**config.mk**
```make
export PLATFORM = sky130hd
export DESIGN_NAME = ppm_p6_to_rgb565_stream_decoder_core
export DESIGN_NICKNAME = d
export VERILOG_FILES = /design/src/design/ppd_pkg.sv /design/src/design/ppd_front.sv /design/src/design/ppd_cmdq.sv /design/src/design/ppd_back.sv /design/src/design/ppd_resq.sv /design/src/design/ppm_p6_to_rgb565_stream_decoder_core.sv
export VERILOG_INCLUDE_DIRS = /design/src /design/src/design
export SDC_FILE = /design/constraint.sdc
export NUM_CORES = 1
export LEC_CHECK = 0
export BUFFER_PORTS_ARGS = -buffer_cell sky130_fd_sc_hd__buf_2
export CORE_ASPECT_RATIO = 0.75
export CORE_MARGIN = 2
export CORE_UTILIZATION = 64
export DETAILED_ROUTE_END_ITERATION = 7
export HOLD_SLACK_MARGIN = 0.06
export PLACE_DENSITY = 0.89
export SLEW_MARGIN = 40
export SYNTH_ARGS = -nofsm -noshare
export SYNTH_HDL_FRONTEND = slang
export SYNTH_SLANG_ARGS = --single-unit
```
**constraint.sdc**
```tcl
create_clock -name clk_i -period 16.4 [get_ports clk_i]
set_input_delay 0 -clock clk_i [delete_from_list [all_inputs] [get_ports clk_i]]
set_output_delay 0 -clock clk_i [all_outputs]
set_load 0.005 [all_outputs]
```
**src/design/ppm_p6_to_rgb565_stream_decoder_core_macros.svh**
```systemverilog
// Assertion macros shared by the decoder modules.
// No dependencies; included by the files that carry concurrent checks.
`ifndef PPM_P6_TO_RGB565_STREAM_DECODER_CORE_MACROS_SVH
`define PPM_P6_TO_RGB565_STREAM_DECODER_CORE_MACROS_SVH

// Property that must hold at every clock edge outside reset.
`define PPD_ASSERT_ALWAYS(lbl, clk, rst_n, prop) \
  lbl: assert property (@(posedge clk) disable iff (!rst_n) (prop)) \
    else $error("ppd: invariant violated");

// Condition in one cycle implies a consequence in the next.
`define PPD_ASSERT_NEXT(lbl, clk, rst_n, cond, conseq) \
  lbl: assert property (@(posedge clk) disable iff (!rst_n) (cond) |=> (conseq)) \
    else $error("ppd: next-cycle check failed");

`endif

```
**src/design/ppd_pkg.sv**
```systemverilog
// Shared types and constants for the PPM P6 to RGB565 decoder.
// No dependencies; imported by every decoder module.
package ppd_pkg;

  // header limits
  localparam int MAX_DIM       = 4096;
  localparam int MAX_DIGITS    = 5;
  localparam int TOKEN_LEN_SAT = 6;

  // default queue depths
  localparam int CMD_DEPTH = 2;
  localparam int RES_DEPTH = 4;

  // byte codes
  localparam logic [7:0] CH_SPACE = 8'h20;
  localparam logic [7:0] CH_TAB   = 8'h09;
  localparam logic [7:0] CH_CR    = 8'h0D;
  localparam logic [7:0] CH_LF    = 8'h0A;
  localparam logic [7:0] CH_HASH  = 8'h23;
  localparam logic [7:0] CH_ZERO  = 8'h30;
  localparam logic [7:0] CH_NINE  = 8'h39;
  localparam logic [7:0] CH_P     = 8'h50;
  localparam logic [7:0] CH_SIX   = 8'h36;

  // result kinds
  localparam logic [1:0] KIND_HEADER = 2'd0;
  localparam logic [1:0] KIND_PIXEL  = 2'd1;
  localparam logic [1:0] KIND_ERROR  = 2'd2;

  // error codes
  localparam logic [2:0] ERR_MAGIC     = 3'd0;
  localparam logic [2:0] ERR_HDR_TRUNC = 3'd1;
  localparam logic [2:0] ERR_DIMS      = 3'd2;
  localparam logic [2:0] ERR_MAXVAL    = 3'd3;
  localparam logic [2:0] ERR_PIX_TRUNC = 3'd4;

  // classified byte handed from front to back
  typedef struct packed {
    logic [7:0] data;
    logic       last;
    logic       is_space;
    logic       is_lf;
    logic       is_hash;
    logic       is_digit;
  } cmd_t;

  // one result request
  typedef struct packed {
    logic [1:0]  kind;
    logic [12:0] width;
    logic [12:0] height;
    logic [15:0] rgb565;
    logic [2:0]  error_code;
    logic        final_res;
  } res_t;

  function automatic res_t make_res(logic [1:0] kind, logic [12:0] w, logic [12:0] h,
                                    logic [15:0] px, logic [2:0] err, logic fin);
    res_t r;
    r.kind       = kind;
    r.width      = w;
    r.height     = h;
    r.rgb565     = px;
    r.error_code = err;
    r.final_res  = fin;
    return r;
  endfunction

endpackage

```
**src/design/ppd_front.sv**
```systemverilog
// Front end: takes input byte requests and classifies each byte.
// Depends on ppd_pkg; feeds ppd_cmdq.
module ppd_front (
  input  logic          in_valid_i,
  output logic          in_ready_o,
  input  logic [7:0]    data_byte_i,
  input  logic          end_of_input_i,
  input  logic          q_full_i,
  output logic          push_o,
  output ppd_pkg::cmd_t cmd_o
);
  import ppd_pkg::*;

  assign in_ready_o = !q_full_i;
  assign push_o     = in_valid_i && !q_full_i;

  always_comb begin
    cmd_o.data     = data_byte_i;
    cmd_o.last     = end_of_input_i;
    cmd_o.is_space = (data_byte_i == CH_SPACE) || (data_byte_i == CH_TAB) ||
                     (data_byte_i == CH_CR)    || (data_byte_i == CH_LF);
    cmd_o.is_lf    = (data_byte_i == CH_LF);
    cmd_o.is_hash  = (data_byte_i == CH_HASH);
    cmd_o.is_digit = (data_byte_i >= CH_ZERO) && (data_byte_i <= CH_NINE);
  end

endmodule

```
**src/design/ppd_cmdq.sv**
```systemverilog
// Short queue of classified bytes between front and back.
// Depends on ppd_pkg for cmd_t.
module ppd_cmdq #(
  parameter int DEPTH = ppd_pkg::CMD_DEPTH
) (
  input  logic          clk_i,
  input  logic          rst_ni,
  input  logic          push_i,
  input  ppd_pkg::cmd_t data_i,
  output logic          full_o,
  input  logic          pop_i,
  output logic          valid_o,
  output ppd_pkg::cmd_t data_o
);
  import ppd_pkg::*;

  localparam int PW = (DEPTH > 1) ? $clog2(DEPTH) : 1;
  localparam int CW = $clog2(DEPTH + 1);

  cmd_t          mem_q [DEPTH];
  logic [PW-1:0] wr_q, wr_d, rd_q, rd_d;
  logic [CW-1:0] cnt_q, cnt_d;

  assign full_o  = (cnt_q == CW'(DEPTH));
  assign valid_o = (cnt_q != '0);
  assign data_o  = mem_q[rd_q];

  always_comb begin
    wr_d  = wr_q;
    rd_d  = rd_q;
    cnt_d = cnt_q;
    if (push_i) begin
      wr_d = (wr_q == PW'(DEPTH - 1)) ? '0 : wr_q + 1'b1;
    end
    if (pop_i) begin
      rd_d = (rd_q == PW'(DEPTH - 1)) ? '0 : rd_q + 1'b1;
    end
    if (push_i && !pop_i) begin
      cnt_d = cnt_q + 1'b1;
    end else if (!push_i && pop_i) begin
      cnt_d = cnt_q - 1'b1;
    end
  end

  always_ff @(posedge clk_i or negedge rst_ni) begin
    if (!rst_ni) begin
      wr_q  <= '0;
      rd_q  <= '0;
      cnt_q <= '0;
    end else begin
      wr_q  <= wr_d;
      rd_q  <= rd_d;
      cnt_q <= cnt_d;
    end
  end

  always_ff @(posedge clk_i) begin
    if (push_i) begin
      mem_q[wr_q] <= data_i;
    end
  end

endmodule

```
**src/design/ppd_back.sv**
```systemverilog
// Back end: header parser, pixel packer and result generation.
// Depends on ppd_pkg and the assertion macro header.
`include "ppm_p6_to_rgb565_stream_decoder_core_macros.svh"

module ppd_back (
  input  logic          clk_i,
  input  logic          rst_ni,
  input  logic          cmd_valid_i,
  input  ppd_pkg::cmd_t cmd_i,
  output logic          cmd_pop_o,
  input  logic          res_space_i,
  output logic [1:0]    res_push_n_o,
  output ppd_pkg::res_t res0_o,
  output ppd_pkg::res_t res1_o
);
  import ppd_pkg::*;

  typedef enum logic [2:0] {
    PH_MAGIC, PH_WIDTH, PH_HEIGHT, PH_MAXVAL, PH_PIXELS, PH_DONE
  } phase_e;

  phase_e      phase_q, phase_d;
  logic        in_comment_q, in_comment_d;
  logic        in_token_q, in_token_d;
  logic [2:0]  tok_len_q, tok_len_d;
  logic [16:0] tok_val_q, tok_val_d;
  logic        tok_nd_q, tok_nd_d;
  logic        magic_q, magic_d;
  logic [12:0] width_q, width_d;
  logic [12:0] height_q, height_d;
  logic        dims_bad_q, dims_bad_d;
  logic [1:0]  chan_q, chan_d;
  logic [4:0]  red_q, red_d;
  logic [5:0]  green_q, green_d;
  logic [24:0] pix_left_q, pix_left_d;

  logic        fire;
  logic [24:0] area;
  logic        do_add, do_fin, dim_ok;
  logic [16:0] val_x10;
  logic [15:0] px;
  logic        a_vld, b_vld;
  res_t        res_a, res_b;

  assign fire      = cmd_valid_i && res_space_i;
  assign cmd_pop_o = fire;
  assign area      = 25'(width_q) * 25'(height_q);

  always_comb begin
    phase_d      = phase_q;
    in_comment_d = in_comment_q;
    in_token_d   = in_token_q;
    tok_len_d    = tok_len_q;
    tok_val_d    = tok_val_q;
    tok_nd_d     = tok_nd_q;
    magic_d      = magic_q;
    width_d      = width_q;
    height_d     = height_q;
    dims_bad_d   = dims_bad_q;
    chan_d       = chan_q;
    red_d        = red_q;
    green_d      = green_q;
    pix_left_d   = pix_left_q;
    do_add       = 1'b0;
    do_fin       = 1'b0;
    dim_ok       = 1'b0;
    val_x10      = '0;
    px           = '0;
    a_vld        = 1'b0;
    b_vld        = 1'b0;
    res_a        = '0;
    res_b        = '0;

    if (phase_q < PH_PIXELS) begin
      if (in_comment_q) begin
        if (cmd_i.is_lf) begin
          in_comment_d = 1'b0;
        end
      end else if (in_token_q) begin
        if (cmd_i.is_space) do_fin = 1'b1;
        else                do_add = 1'b1;
      end else if (!cmd_i.is_space) begin
        if (cmd_i.is_hash) begin
          in_comment_d = 1'b1;
        end else begin
          in_token_d = 1'b1;
          tok_len_d  = '0;
          tok_val_d  = '0;
          tok_nd_d   = 1'b0;
          magic_d    = 1'b1;
          do_add     = 1'b1;
        end
      end
    end else if (phase_q == PH_PIXELS) begin
      case (chan_q)
        2'd0: begin
          red_d  = cmd_i.data[7:3];
          chan_d = 2'd1;
        end
        2'd1: begin
          green_d = cmd_i.data[7:2];
          chan_d  = 2'd2;
        end
        default: begin
          px         = {red_q, green_q, cmd_i.data[7:3]};
          chan_d     = 2'd0;
          pix_left_d = pix_left_q - 1'b1;
          a_vld      = 1'b1;
          res_a      = make_res(KIND_PIXEL, '0, '0, px, '0, (pix_left_d == '0));
          if (pix_left_d == '0) begin
            phase_d = PH_DONE;
          end
        end
      endcase
    end

    if (do_add) begin
      if ((tok_len_d == 3'd0 && cmd_i.data != CH_P) ||
          (tok_len_d == 3'd1 && cmd_i.data != CH_SIX) || tok_len_d >= 3'd2) begin
        magic_d = 1'b0;
      end
      if (!cmd_i.is_digit) begin
        tok_nd_d = 1'b1;
      end else if (tok_len_d < 3'(MAX_DIGITS)) begin
        // value wraps at 17 bits
        val_x10   = {tok_val_d[13:0], 3'b000} + {tok_val_d[15:0], 1'b0} +
                    17'(cmd_i.data[3:0]);
        tok_val_d = val_x10;
      end
      if (tok_len_d < 3'(TOKEN_LEN_SAT)) begin
        tok_len_d = tok_len_d + 1'b1;
      end
    end

    // an open token is closed by a separator or by the end flag
    if (do_fin || (cmd_i.last && phase_q < PH_PIXELS && in_token_d)) begin
      in_token_d = 1'b0;
      dim_ok = !tok_nd_d && tok_len_d >= 3'd1 && tok_len_d <= 3'(MAX_DIGITS) &&
               tok_val_d >= 17'd1 && tok_val_d <= 17'(MAX_DIM);
      unique case (phase_q)
        PH_MAGIC: begin
          if (magic_d && tok_len_d == 3'd2) begin
            phase_d = PH_WIDTH;
          end else begin
            a_vld   = 1'b1;
            res_a   = make_res(KIND_ERROR, '0, '0, '0, ERR_MAGIC, 1'b1);
            phase_d = PH_DONE;
          end
        end
        PH_WIDTH: begin
          if (dim_ok) width_d = tok_val_d[12:0];
          else        dims_bad_d = 1'b1;
          phase_d = PH_HEIGHT;
        end
        PH_HEIGHT: begin
          if (dim_ok) height_d = tok_val_d[12:0];
          else        dims_bad_d = 1'b1;
          phase_d = PH_MAXVAL;
        end
        PH_MAXVAL: begin
          a_vld = 1'b1;
          if (dims_bad_q) begin
            res_a   = make_res(KIND_ERROR, '0, '0, '0, ERR_DIMS, 1'b1);
            phase_d = PH_DONE;
          end else if (tok_nd_d || tok_len_d != 3'd3 || tok_val_d != 17'd255) begin
            res_a   = make_res(KIND_ERROR, '0, '0, '0, ERR_MAXVAL, 1'b1);
            phase_d = PH_DONE;
          end else begin
            res_a      = make_res(KIND_HEADER, width_q, height_q, '0, '0, 1'b0);
            pix_left_d = area;
            chan_d     = 2'd0;
            phase_d    = PH_PIXELS;
          end
        end
        default: ;
      endcase
    end

    if (cmd_i.last) begin
      if (phase_d == PH_MAGIC) begin
        b_vld = 1'b1;
        res_b = make_res(KIND_ERROR, '0, '0, '0, ERR_MAGIC, 1'b1);
      end else if (phase_d < PH_PIXELS) begin
        b_vld = 1'b1;
        res_b = make_res(KIND_ERROR, '0, '0, '0, ERR_HDR_TRUNC, 1'b1);
      end else if (phase_d == PH_PIXELS && pix_left_d != '0) begin
        b_vld = 1'b1;
        res_b = make_res(KIND_ERROR, '0, '0, '0, ERR_PIX_TRUNC, 1'b1);
      end
      // rearm for the next file
      phase_d      = PH_MAGIC;
      in_comment_d = 1'b0;
      in_token_d   = 1'b0;
      tok_len_d    = '0;
      tok_val_d    = '0;
      tok_nd_d     = 1'b0;
      magic_d      = 1'b1;
      width_d      = '0;
      height_d     = '0;
      dims_bad_d   = 1'b0;
      chan_d       = '0;
      red_d        = '0;
      green_d      = '0;
      pix_left_d   = '0;
    end
  end

  always_comb begin
    res_push_n_o = '0;
    res0_o       = res_a;
    res1_o       = res_b;
    if (fire) begin
      if (a_vld && b_vld) begin
        res_push_n_o = 2'd2;
      end else if (a_vld) begin
        res_push_n_o = 2'd1;
      end else if (b_vld) begin
        res_push_n_o = 2'd1;
        res0_o       = res_b;
      end
    end
  end

  always_ff @(posedge clk_i or negedge rst_ni) begin
    if (!rst_ni) begin
      phase_q      <= PH_MAGIC;
      in_comment_q <= 1'b0;
      in_token_q   <= 1'b0;
      tok_len_q    <= '0;
      tok_val_q    <= '0;
      tok_nd_q     <= 1'b0;
      magic_q      <= 1'b1;
      width_q      <= '0;
      height_q     <= '0;
      dims_bad_q   <= 1'b0;
      chan_q       <= '0;
      red_q        <= '0;
      green_q      <= '0;
      pix_left_q   <= '0;
    end else if (fire) begin
      phase_q      <= phase_d;
      in_comment_q <= in_comment_d;
      in_token_q   <= in_token_d;
      tok_len_q    <= tok_len_d;
      tok_val_q    <= tok_val_d;
      tok_nd_q     <= tok_nd_d;
      magic_q      <= magic_d;
      width_q      <= width_d;
      height_q     <= height_d;
      dims_bad_q   <= dims_bad_d;
      chan_q       <= chan_d;
      red_q        <= red_d;
      green_q      <= green_d;
      pix_left_q   <= pix_left_d;
    end
  end

  `PPD_ASSERT_NEXT(a_last_rearms, clk_i, rst_ni, fire && cmd_i.last, phase_q == PH_MAGIC)
  `PPD_ASSERT_ALWAYS(a_pix_no_token, clk_i, rst_ni,
                     (phase_q != PH_PIXELS) || (!in_token_q && !in_comment_q))
  `PPD_ASSERT_ALWAYS(a_second_is_error, clk_i, rst_ni,
                     (res_push_n_o != 2'd2) || (res1_o.kind == KIND_ERROR))

endmodule

```
**src/design/ppd_resq.sv**
```systemverilog
// Result queue: takes up to two result requests a cycle, releases one.
// Depends on ppd_pkg and the assertion macro header.
`include "ppm_p6_to_rgb565_stream_decoder_core_macros.svh"

module ppd_resq #(
  parameter int DEPTH = ppd_pkg::RES_DEPTH
) (
  input  logic          clk_i,
  input  logic          rst_ni,
  input  logic [1:0]    push_n_i,
  input  ppd_pkg::res_t data0_i,
  input  ppd_pkg::res_t data1_i,
  output logic          space_o,
  input  logic          pop_i,
  output logic          valid_o,
  output ppd_pkg::res_t data_o
);
  import ppd_pkg::*;

  localparam int PW = $clog2(DEPTH);
  localparam int CW = $clog2(DEPTH + 1);

  res_t          mem_q [DEPTH];
  logic [PW-1:0] wr_q, wr_d, wr_nx, rd_q, rd_d;
  logic [CW-1:0] cnt_q, cnt_d;

  // room for two requests, the most one byte can give
  assign space_o = (CW'(DEPTH) - cnt_q) >= CW'(2);
  assign valid_o = (cnt_q != '0);
  assign data_o  = mem_q[rd_q];
  assign wr_nx   = (wr_q == PW'(DEPTH - 1)) ? '0 : wr_q + 1'b1;

  always_comb begin
    wr_d = wr_q;
    rd_d = rd_q;
    if (push_n_i == 2'd1) begin
      wr_d = wr_nx;
    end else if (push_n_i == 2'd2) begin
      wr_d = (wr_nx == PW'(DEPTH - 1)) ? '0 : wr_nx + 1'b1;
    end
    if (pop_i) begin
      rd_d = (rd_q == PW'(DEPTH - 1)) ? '0 : rd_q + 1'b1;
    end
    cnt_d = cnt_q + CW'(push_n_i) - CW'(pop_i);
  end

  always_ff @(posedge clk_i or negedge rst_ni) begin
    if (!rst_ni) begin
      wr_q  <= '0;
      rd_q  <= '0;
      cnt_q <= '0;
    end else begin
      wr_q  <= wr_d;
      rd_q  <= rd_d;
      cnt_q <= cnt_d;
    end
  end

  always_ff @(posedge clk_i) begin
    if (push_n_i != 2'd0) begin
      mem_q[wr_q] <= data0_i;
    end
    if (push_n_i == 2'd2) begin
      mem_q[wr_nx] <= data1_i;
    end
  end

  `PPD_ASSERT_ALWAYS(a_cnt_bound, clk_i, rst_ni, cnt_q <= CW'(DEPTH))
  `PPD_ASSERT_ALWAYS(a_no_overfill, clk_i, rst_ni,
                     (CW'(push_n_i) + cnt_q) <= (CW'(DEPTH) + CW'(pop_i)))

endmodule

```
**src/design/ppm_p6_to_rgb565_stream_decoder_core.sv**
```systemverilog
// Top level of the streaming PPM P6 to RGB565 decoder.
// Depends on ppd_pkg, ppd_front, ppd_cmdq, ppd_back and ppd_resq.
//
// Takes one file byte per request and sustains one byte per cycle. A byte
// enters a short queue (CMD_DEPTH entries) after classification; the parser
// takes one byte a cycle from it and writes zero, one or two result requests
// into the result queue (RES_DEPTH entries). The parser takes a byte only
// while the result queue has room for two requests, so the rate holds as
// long as the consumer takes results as fast as they arise; header, pixel
// and error results leave in file order. The end flag on a byte rearms the
// parser.
module ppm_p6_to_rgb565_stream_decoder_core #(
  parameter int CMD_DEPTH = ppd_pkg::CMD_DEPTH,
  parameter int RES_DEPTH = ppd_pkg::RES_DEPTH
) (
  input  logic        clk_i,
  input  logic        rst_ni,
  input  logic        in_valid_i,
  output logic        in_ready_o,
  input  logic [7:0]  data_byte_i,
  input  logic        end_of_input_i,
  output logic        out_valid_o,
  input  logic        out_ready_i,
  output logic [1:0]  kind_o,
  output logic [12:0] image_width_o,
  output logic [12:0] image_height_o,
  output logic [15:0] rgb565_o,
  output logic [2:0]  error_code_o,
  output logic        final_res_o
);
  import ppd_pkg::*;

  logic       q_full, q_push, q_valid, q_pop, res_space;
  logic [1:0] res_push_n;
  cmd_t       cmd_in, cmd_out;
  res_t       res0, res1, res_head;

  ppd_front u_front (
    .in_valid_i     (in_valid_i),
    .in_ready_o     (in_ready_o),
    .data_byte_i    (data_byte_i),
    .end_of_input_i (end_of_input_i),
    .q_full_i       (q_full),
    .push_o         (q_push),
    .cmd_o          (cmd_in)
  );

  ppd_cmdq #(.DEPTH(CMD_DEPTH)) u_cmdq (
    .clk_i   (clk_i),
    .rst_ni  (rst_ni),
    .push_i  (q_push),
    .data_i  (cmd_in),
    .full_o  (q_full),
    .pop_i   (q_pop),
    .valid_o (q_valid),
    .data_o  (cmd_out)
  );

  ppd_back u_back (
    .clk_i        (clk_i),
    .rst_ni       (rst_ni),
    .cmd_valid_i  (q_valid),
    .cmd_i        (cmd_out),
    .cmd_pop_o    (q_pop),
    .res_space_i  (res_space),
    .res_push_n_o (res_push_n),
    .res0_o       (res0),
    .res1_o       (res1)
  );

  ppd_resq #(.DEPTH(RES_DEPTH)) u_resq (
    .clk_i    (clk_i),
    .rst_ni   (rst_ni),
    .push_n_i (res_push_n),
    .data0_i  (res0),
    .data1_i  (res1),
    .space_o  (res_space),
    .pop_i    (out_valid_o && out_ready_i),
    .valid_o  (out_valid_o),
    .data_o   (res_head)
  );

  assign kind_o         = res_head.kind;
  assign image_width_o  = res_head.width;
  assign image_height_o = res_head.height;
  assign rgb565_o       = res_head.rgb565;
  assign error_code_o   = res_head.error_code;
  assign final_res_o    = res_head.final_res;

endmodule

```
==> metrics.cfg, run 1 <==
[global_routing]
grt-ovfl-total=0
grt_start_max_net_pins=80
grt_pass1_wl_microns=101600
grt_pass1_vias=19054
track_usage_pct=35.56
antenna_found_initial=1

[cts]
cts_max_path_buffers=3
post_cts_buffers=0
clk_pin_slew_worst_paths_ps=70
cts_root_buf=clkbuf_16
cts_inserted_buffers=31
h-tree-depth=1
holdBufCountCts=14
cts_tree=done
post_cts_resized=0
clkSinkCount=321
insertion_delay_ps=590

[synthesis]
syn_inst=2481
synth_xor_xnor_area_share_pct=1.970
synth_edf_count=42
synth-seq-cells=321
synth_top_family_by_area=simple AND/OR/NAND/NOR gates
avgSynthCellArea_sq_um=8.959
synth.net_count=2736
synth_compound_area_share_pct=12.65
synth-simple-area-share_pct=20.22
synth-seq-area-share_pct=33.13
ys_async_sr_fraction_pct=32.09
synth_area_sq_um=22230
ys_types=89
ys_warn_count=0
synthAdderAreaFrac_pct=17.78
synth_flop_cell=dfxtp_1
synth_mux_area_share_pct=8.010

[critical_path]
arrival_ps=9270
critPathMaxFanout=18
worst_setup_path_end_kind=register
crit_path_start_kind=register
required_ps=16700
cp_slowest_cell=dfrtp_1
crit_type=register to register
cpMostUsedCell=fa_1
crit_path_max_incr_delay_ps=870

[detailed_routing]
wirelength_microns=64740
wl_per_cell_microns=22.25
antenna_left=0
drtPass1Iterations=8
vias_per_cell=6.785
route.vias.total=19745
drc_errors=9
drt_iter0_drc=3127

[cells_and_area]
ff_latch_area_sq_um=7370
final_area_sq_um=23940
area_delta_synth_final_pct=7.712
insertedDiodeCount=0
nFillCells=2332
drive_gt1_share_pct=10.97
num-nets-final=2684
multi_input_area_sq_um=13590

[hold_path]
hold_path.class=primary input to register

[placement]
dpl_cell_area_sq_um=22760
gp_congestion=0.9455
dp_hpwl_microns=42670
port-buffer-count=62
dp_slack_ps=7812

[timing]
setup_viol=0
worst_slew_pin_slew_ps=867.9
max_freq_mhz=111.4
tns_ps=0
fin_skew_ps=11.98
final.setup.worst_slack_ps=7426
max_slew_margin_pct=42.14
report.final.slew_viol_count=0
finalHoldViolations=0
period_share_pct=54.72
grt_setup_unrepaired=false
period_needed_ps=8974

[pwr]
p_sw_share_pct=43.68
peakVddDrop_mv=0.1494
seq_power_share_pct=34.9
p_per_area_nw_per_um2=128.7
p_int_mw=1.735
p_sw_mw=1.346
power_frac_clock_pct=23.7
p_comb_share_pct=41.4
leakage_nw=10.05
power.total_mw=3.082

[floorplan]
io_pins=63
dieWidth_microns=219.2
start_util_pct=64.48
dieArea_sq_um=36250
die_h_microns=165.4
rows=59
core_sq_um=34470

[status]
outcome=finished with violations
violations=design-rule violations

[job]
cap_violations=0

==> critical path: cells and delay by family, from the launching register on <==
family          cells  cell delay (ps)
compound gates      7             1970
buf+inv             5              470
fa+ha+maj           8             3730
simple gates        7             1210
flops               1              870
xor+xnor            1              380
==> state kept, by name, indices dropped and copies added, names as in the netlist, 2 cells and up <==
| name | flops |
|---|---|
| u_resq.wr_q | 2 |
| u_back.phase_q | 3 |
| u_back.green_q | 6 |
| u_back.tok_len_q | 3 |
| u_back.chan_q | 2 |
| u_cmdq.cnt_q | 2 |
| u_resq.cnt_q | 3 |
| u_back.height_q | 13 |
| u_resq.rd_q | 2 |
| u_back.red_q | 5 |
| u_cmdq.mem_q | 26 |
| u_resq.mem_q | 192 |
| u_back.tok_val_q | 17 |
| u_back.width_q | 13 |
| u_back.pix_left_q | 25 |
==> synthesized netlist by cell type, drive strengths merged (8+ instances only) <==
library cell	instances	share of area, %
o32ai	8	0.32
nand2b	13	0.37
a21o	20	0.71
nor4b	8	0.32
and2	125	3.5
nand2	394	6.7
fa	123	11
nor3	50	1.1
xnor2	34	1.3
or3	16	0.45
nand4	12	0.34
inv	173	2.9
buf	46	1.0
mux2	39	2.1
a211oi	13	0.50
a21oi	242	5.5
mux4	48	4.9
mux2i	21	1.0
dfrtp	102	11
nor2b	9	0.25
dfxtp	176	16
xor2	16	0.63
edfxtp	42	5.7
ha	119	6.7
nor4	21	0.59
nor2	99	1.7
nand3	169	3.8
o21ai	87	2.0
a22o	8	0.32
clkbuf	137	2.3
==> cells by family (layout without fill, tap and decap cells) <==
kind of cell,count (synthesis),in the layout
AOI/OAI and AO/OA,460,460
xor gates and xnor gates,50,50
adders and majority gates,242,242
buffers and inverters,356,328
DFF,321,321
muxes,108,108
and+or+nand+nor,944,944
==> power by group through the flow <==
stage,Combinational [mW],Sequential (mW),Clock [mW]
final,1.28,1.07,0.730
after global routing,1.36,1.08,0.757
after CTS,1.23,1.06,0.729
after detailed placement,1.22,1.07,0
after global placement,1.11,1.08,0
after floorplan,0.940,0.950,0
==> layout make-up <==
cell class                      count  share of cell area, %
Clock buffer                       42                  3.758
Clock inverter                     15                 0.5226
Inverter                          173                  2.712
Multi-Input combinational cell   1804                  56.76
Sequential cell                   321                  30.78
Tap cell                          457                  2.388
Timing Repair Buffer               98                  3.073
==> worst paths after layout <==
path	start	endpoint	slack [ps]	depth (start not counted)
max	u_back.width_q[5]	u_resq.mem_q[0][47]	7430	28
min	end_of_input_i	u_cmdq.mem_q[0][4]	140	2
max reg2reg	u_back.width_q[5]	u_resq.mem_q[0][47]	7430	28
min reg2reg	u_resq.mem_q[3][12]	u_resq.mem_q[3][12]	450	2
max in group asynchronous	rst_ni	u_back.width_q[3]	15150	4
min in group asynchronous	rst_ni	u_cmdq.wr_q	460	4
==> stage by stage <==
| stage | hold slack, ps | std cells | utilization (%) |
|---|---|---|---|
| after floorplan | -295.6 | 2481 | - |
| after global placement | -74.18 | 2832 | 65.44 |
| after detailed placement | -64.13 | 2839 | 66.02 |
| after CTS | 112.2 | 2910 | 69.43 |
| after global routing | 135.1 | 2910 | 69.45 |
| final | 138.7 | 2910 | 69.45 |
==> per-layer routing <==
layer | track usage (%) | routed length, microns | share of wire [%]
met3 | 11.56 | 9010 | 14
met4 | 14.07 | 2529 | 3.9
met1 | 47.05 | 24630 | 38
met5 | 0 | 0 | 0
met2 | 54.44 | 28570 | 44
==> cell usage in the layout (no fill, tap or decap), types with 7 or more instances in the layout <==
cell / netlist / layout
a21oi_1: 240 / 240
clkbuf_16: 0 / 33
a22o_1: 8 / 8
o32ai_1: 8 / 8
clkinv_2: 0 / 7
xor2_1: 16 / 16
nor2_1: 99 / 98
mux2i_1: 19 / 19
and2_1: 124 / 121
edfxtp_1: 42 / 42
dlygate4sd3_1: 0 / 13
mux2_2: 30 / 30
nor3_1: 50 / 47
mux2_4: 9 / 9
nand4_1: 12 / 12
o21ai_1: 6 / 7
or3_1: 16 / 16
nand3_1: 168 / 168
o31ai_1: 7 / 7
ha_1: 119 / 119
nand2_1: 394 / 393
fa_1: 123 / 123
buf_4: 1 / 15
buf_2: 14 / 61
inv_1: 173 / 173
xnor2_1: 34 / 34
dfxtp_1: 176 / 176
mux4_2: 48 / 48
a21o_1: 19 / 19
nand2b_1: 13 / 9
dfrtp_1: 102 / 99
a211oi_1: 12 / 12
nor4_1: 21 / 21
nor4b_1: 8 / 7
o21ai_0: 81 / 79
o21a_1: 7 / 7
(Power assumes the default switching activity.)
==> inputs of run 2 (changes only) <==
==> constraint.sdc (replaced) <==
create_clock -name clk_i -period 8.65 [get_ports clk_i]
set_input_delay 0 -clock clk_i [delete_from_list [all_inputs] [get_ports clk_i]]
set_output_delay 0 -clock clk_i [all_outputs]
set_load 0.005 [all_outputs]
==> metrics.cfg, run 2 (same netlist as run 1, synthesis figures left out) <==
[critical_path]
cpMostUsedCell=inv_1
crit_path_start_kind=register
critPathMaxFanout=18  ; unchanged
cp_slowest_cell=dfrtp_2
crit_type=register to register
required_ps=8950  ; -7750 ps
crit_path_max_incr_delay_ps=580  ; -290 ps
arrival_ps=8640  ; -630 ps
worst_setup_path_end_kind=register

[cells_and_area]
top_regs=u_resq.mem_q (192), u_cmdq.mem_q (26), u_back.pix_left_q (25)
area_delta_synth_final_pct=8.950
num-nets-final=2725  ; +1.5%
final_cell_mix=nand2_1 (393), a21oi_1 (240), dfxtp_1 (176), inv_1 (173), nand3_1 (168)
ff_latch_area_sq_um=7382  ; +0.17%
multi_input_area_sq_um=13580  ; about the same
drive_gt1_share_pct=12.72  ; +1.7 points
final-instance-count-excl-fill=2950  ; +1.4%
largest_reg_flops=192  ; unchanged
largest_register=u_resq.mem_q
layout_commonest_cell=nand2_1
nFillCells=2252  ; -3.4%
insertedDiodeCount=0  ; unchanged

[timing]
finalHoldViolations=0  ; unchanged
tns_ps=0  ; unchanged
grt_setup_unrepaired=false
max_slew_margin_pct=45.20  ; +3.1 points
worst_slew_pin_slew_ps=819.3  ; -48.56 ps
final.setup.worst_slack_ps=314.6  ; -7111 ps
fin_skew_ps=19.71  ; +7.728 ps
setup_viol=0  ; unchanged
max_freq_mhz=120.0  ; +7.7%
report.final.slew_viol_count=0  ; unchanged
period_share_pct=96.36  ; +42 points
period_needed_ps=8335  ; -638.8 ps

[global_routing]
grt_pass1_vias=18808  ; -1.3%
grt-ovfl-total=0  ; unchanged
grt_pass1_wl_microns=101900  ; +0.21%
grt_start_max_net_pins=73  ; -8.8%
track_usage_pct=35.73  ; +0.17 points
antenna_found_initial=0  ; -1

[cts]
cts_tree=done
post_cts_buffers=0  ; unchanged
cts_inserted_buffers=30  ; -3.2%
clkSinkCount=321  ; unchanged
cts_root_buf=clkbuf_16
clk_pin_slew_worst_paths_ps=80  ; about the same
cts_max_path_buffers=3  ; unchanged
insertion_delay_ps=590  ; about the same
h-tree-depth=1  ; unchanged

[placement]
dp_slack_ps=274.3  ; -7538 ps
port-buffer-count=62  ; unchanged
dp_hpwl_microns=44320  ; +3.9%
dp_cells=2881  ; +1.5%
gp_congestion=0.9583  ; +1.4%

[job]
cap_violations=0  ; unchanged

[detailed_routing]
antenna_left=0  ; unchanged
drc_errors=0  ; -9
wirelength_microns=65740  ; +1.5%
vias_per_cell=6.717  ; -1.0%
drtPass1Iterations=8  ; unchanged
wl_per_cell_microns=22.28  ; +0.16%
drt_iter0_drc=3088  ; -1.2%
route.vias.total=19814  ; +0.35%

[pwr]
peakVddDrop_mv=0.3904  ; +160%
leakage_nw=10.20  ; +1.6%
p_per_area_nw_per_um2=246.1  ; +91%

[floorplan]
start_util_pct=64.48  ; unchanged
dieWidth_microns=219.2  ; unchanged
io_pins=63  ; unchanged
core_sq_um=34470  ; unchanged
dieArea_sq_um=36250  ; unchanged
rows=59  ; unchanged
die_h_microns=165.4  ; unchanged

[hold_path]
hold_path.class=primary input to register

[status]
outcome=completed

-- run 2: cell count changes in the layout (fill, tap and decap cells not counted), sizes merged --
cell | before | now
bufinv | 1 | 2
inv | 176 | 175
clkinv | 10 | 8
buf | 85 | 127
-- run 2: what timing repair did --
item                                    4_1_cts  5_1_grt
endpoints found under the setup margin        0      205
endpoints found under the hold margin       146        0
hold buffers                                 14        0
resized for setup                             0       15
-- run 2: layout make-up --
| type | count | area share (%) |
|---|---|---|
| Multi-Input combinational cell | 1804 | 56.09 |
| Sequential cell | 321 | 30.48 |
| Timing Repair Buffer | 140 | 4.237 |
| Clock buffer | 42 | 3.622 |
| Inverter | 173 | 2.681 |
| Tap cell | 457 | 2.361 |
| Clock inverter | 13 | 0.5270 |
-- run 2: worst max-delay path, delay by kind of cell, from the launching register on --
| family | cells | cell delay (ps) |
|---|---|---|
| adder cells (fa/ha/maj) | 8 | 3380 |
| AO/OA/AOI/OAI | 9 | 2200 |
| AND/OR/NAND/NOR | 6 | 1480 |
| flip-flops | 1 | 580 |
| buffers and inverters | 6 | 390 |
-- run 2: metrics by stage --
stage | total power, mW | util, % | area [sq um] | hold WS, ps
finish | 5.960 | 70.25 | 24220 | 159.6
CTS | 5.825 | 70.13 | 24180 | 134.1
global placement | 4.327 | 66.59 | 22960 | -19.29
floorplan | 3.583 | - | 22230 | -295.6
detailed placement | 4.439 | 66.78 | 23020 | -12.80
global route | 6.150 | 70.25 | 24220 | 160.9
-- run 2: routing by layer --
layer	part of all wire (%)	up-vias	GRT usage, %
met5	0	-	0
met1	37	9411	49.67
met4	4.4	0	13.48
met3	15	312	10.05
li1	-	8465	-
met2	44	1626	53.44
-- run 2: worst paths after layout --
path                                startpoint                   end  slack, ps  cells after the start
min reg2reg                u_resq.mem_q[2][39]   u_resq.mem_q[2][39]        450                      2
min                             end_of_input_i    u_cmdq.mem_q[1][4]        160                      2
max in group asynchronous               rst_ni    u_back.height_q[8]       7430                      4
max reg2reg                  u_back.width_q[6]   u_resq.mem_q[3][47]        310                     29
max                          u_back.width_q[6]   u_resq.mem_q[3][47]        310                     29
min in group asynchronous               rst_ni  u_back.tok_val_q[14]        480                      4
-- run 2: power by group --
part	total, mW	switching, mW	leakage [nW]	internal, mW
logic	2.62	1.74	6.53	0.882
registers	1.95	0.254	3.18	1.70
clock network	1.38	0.617	0.491	0.768
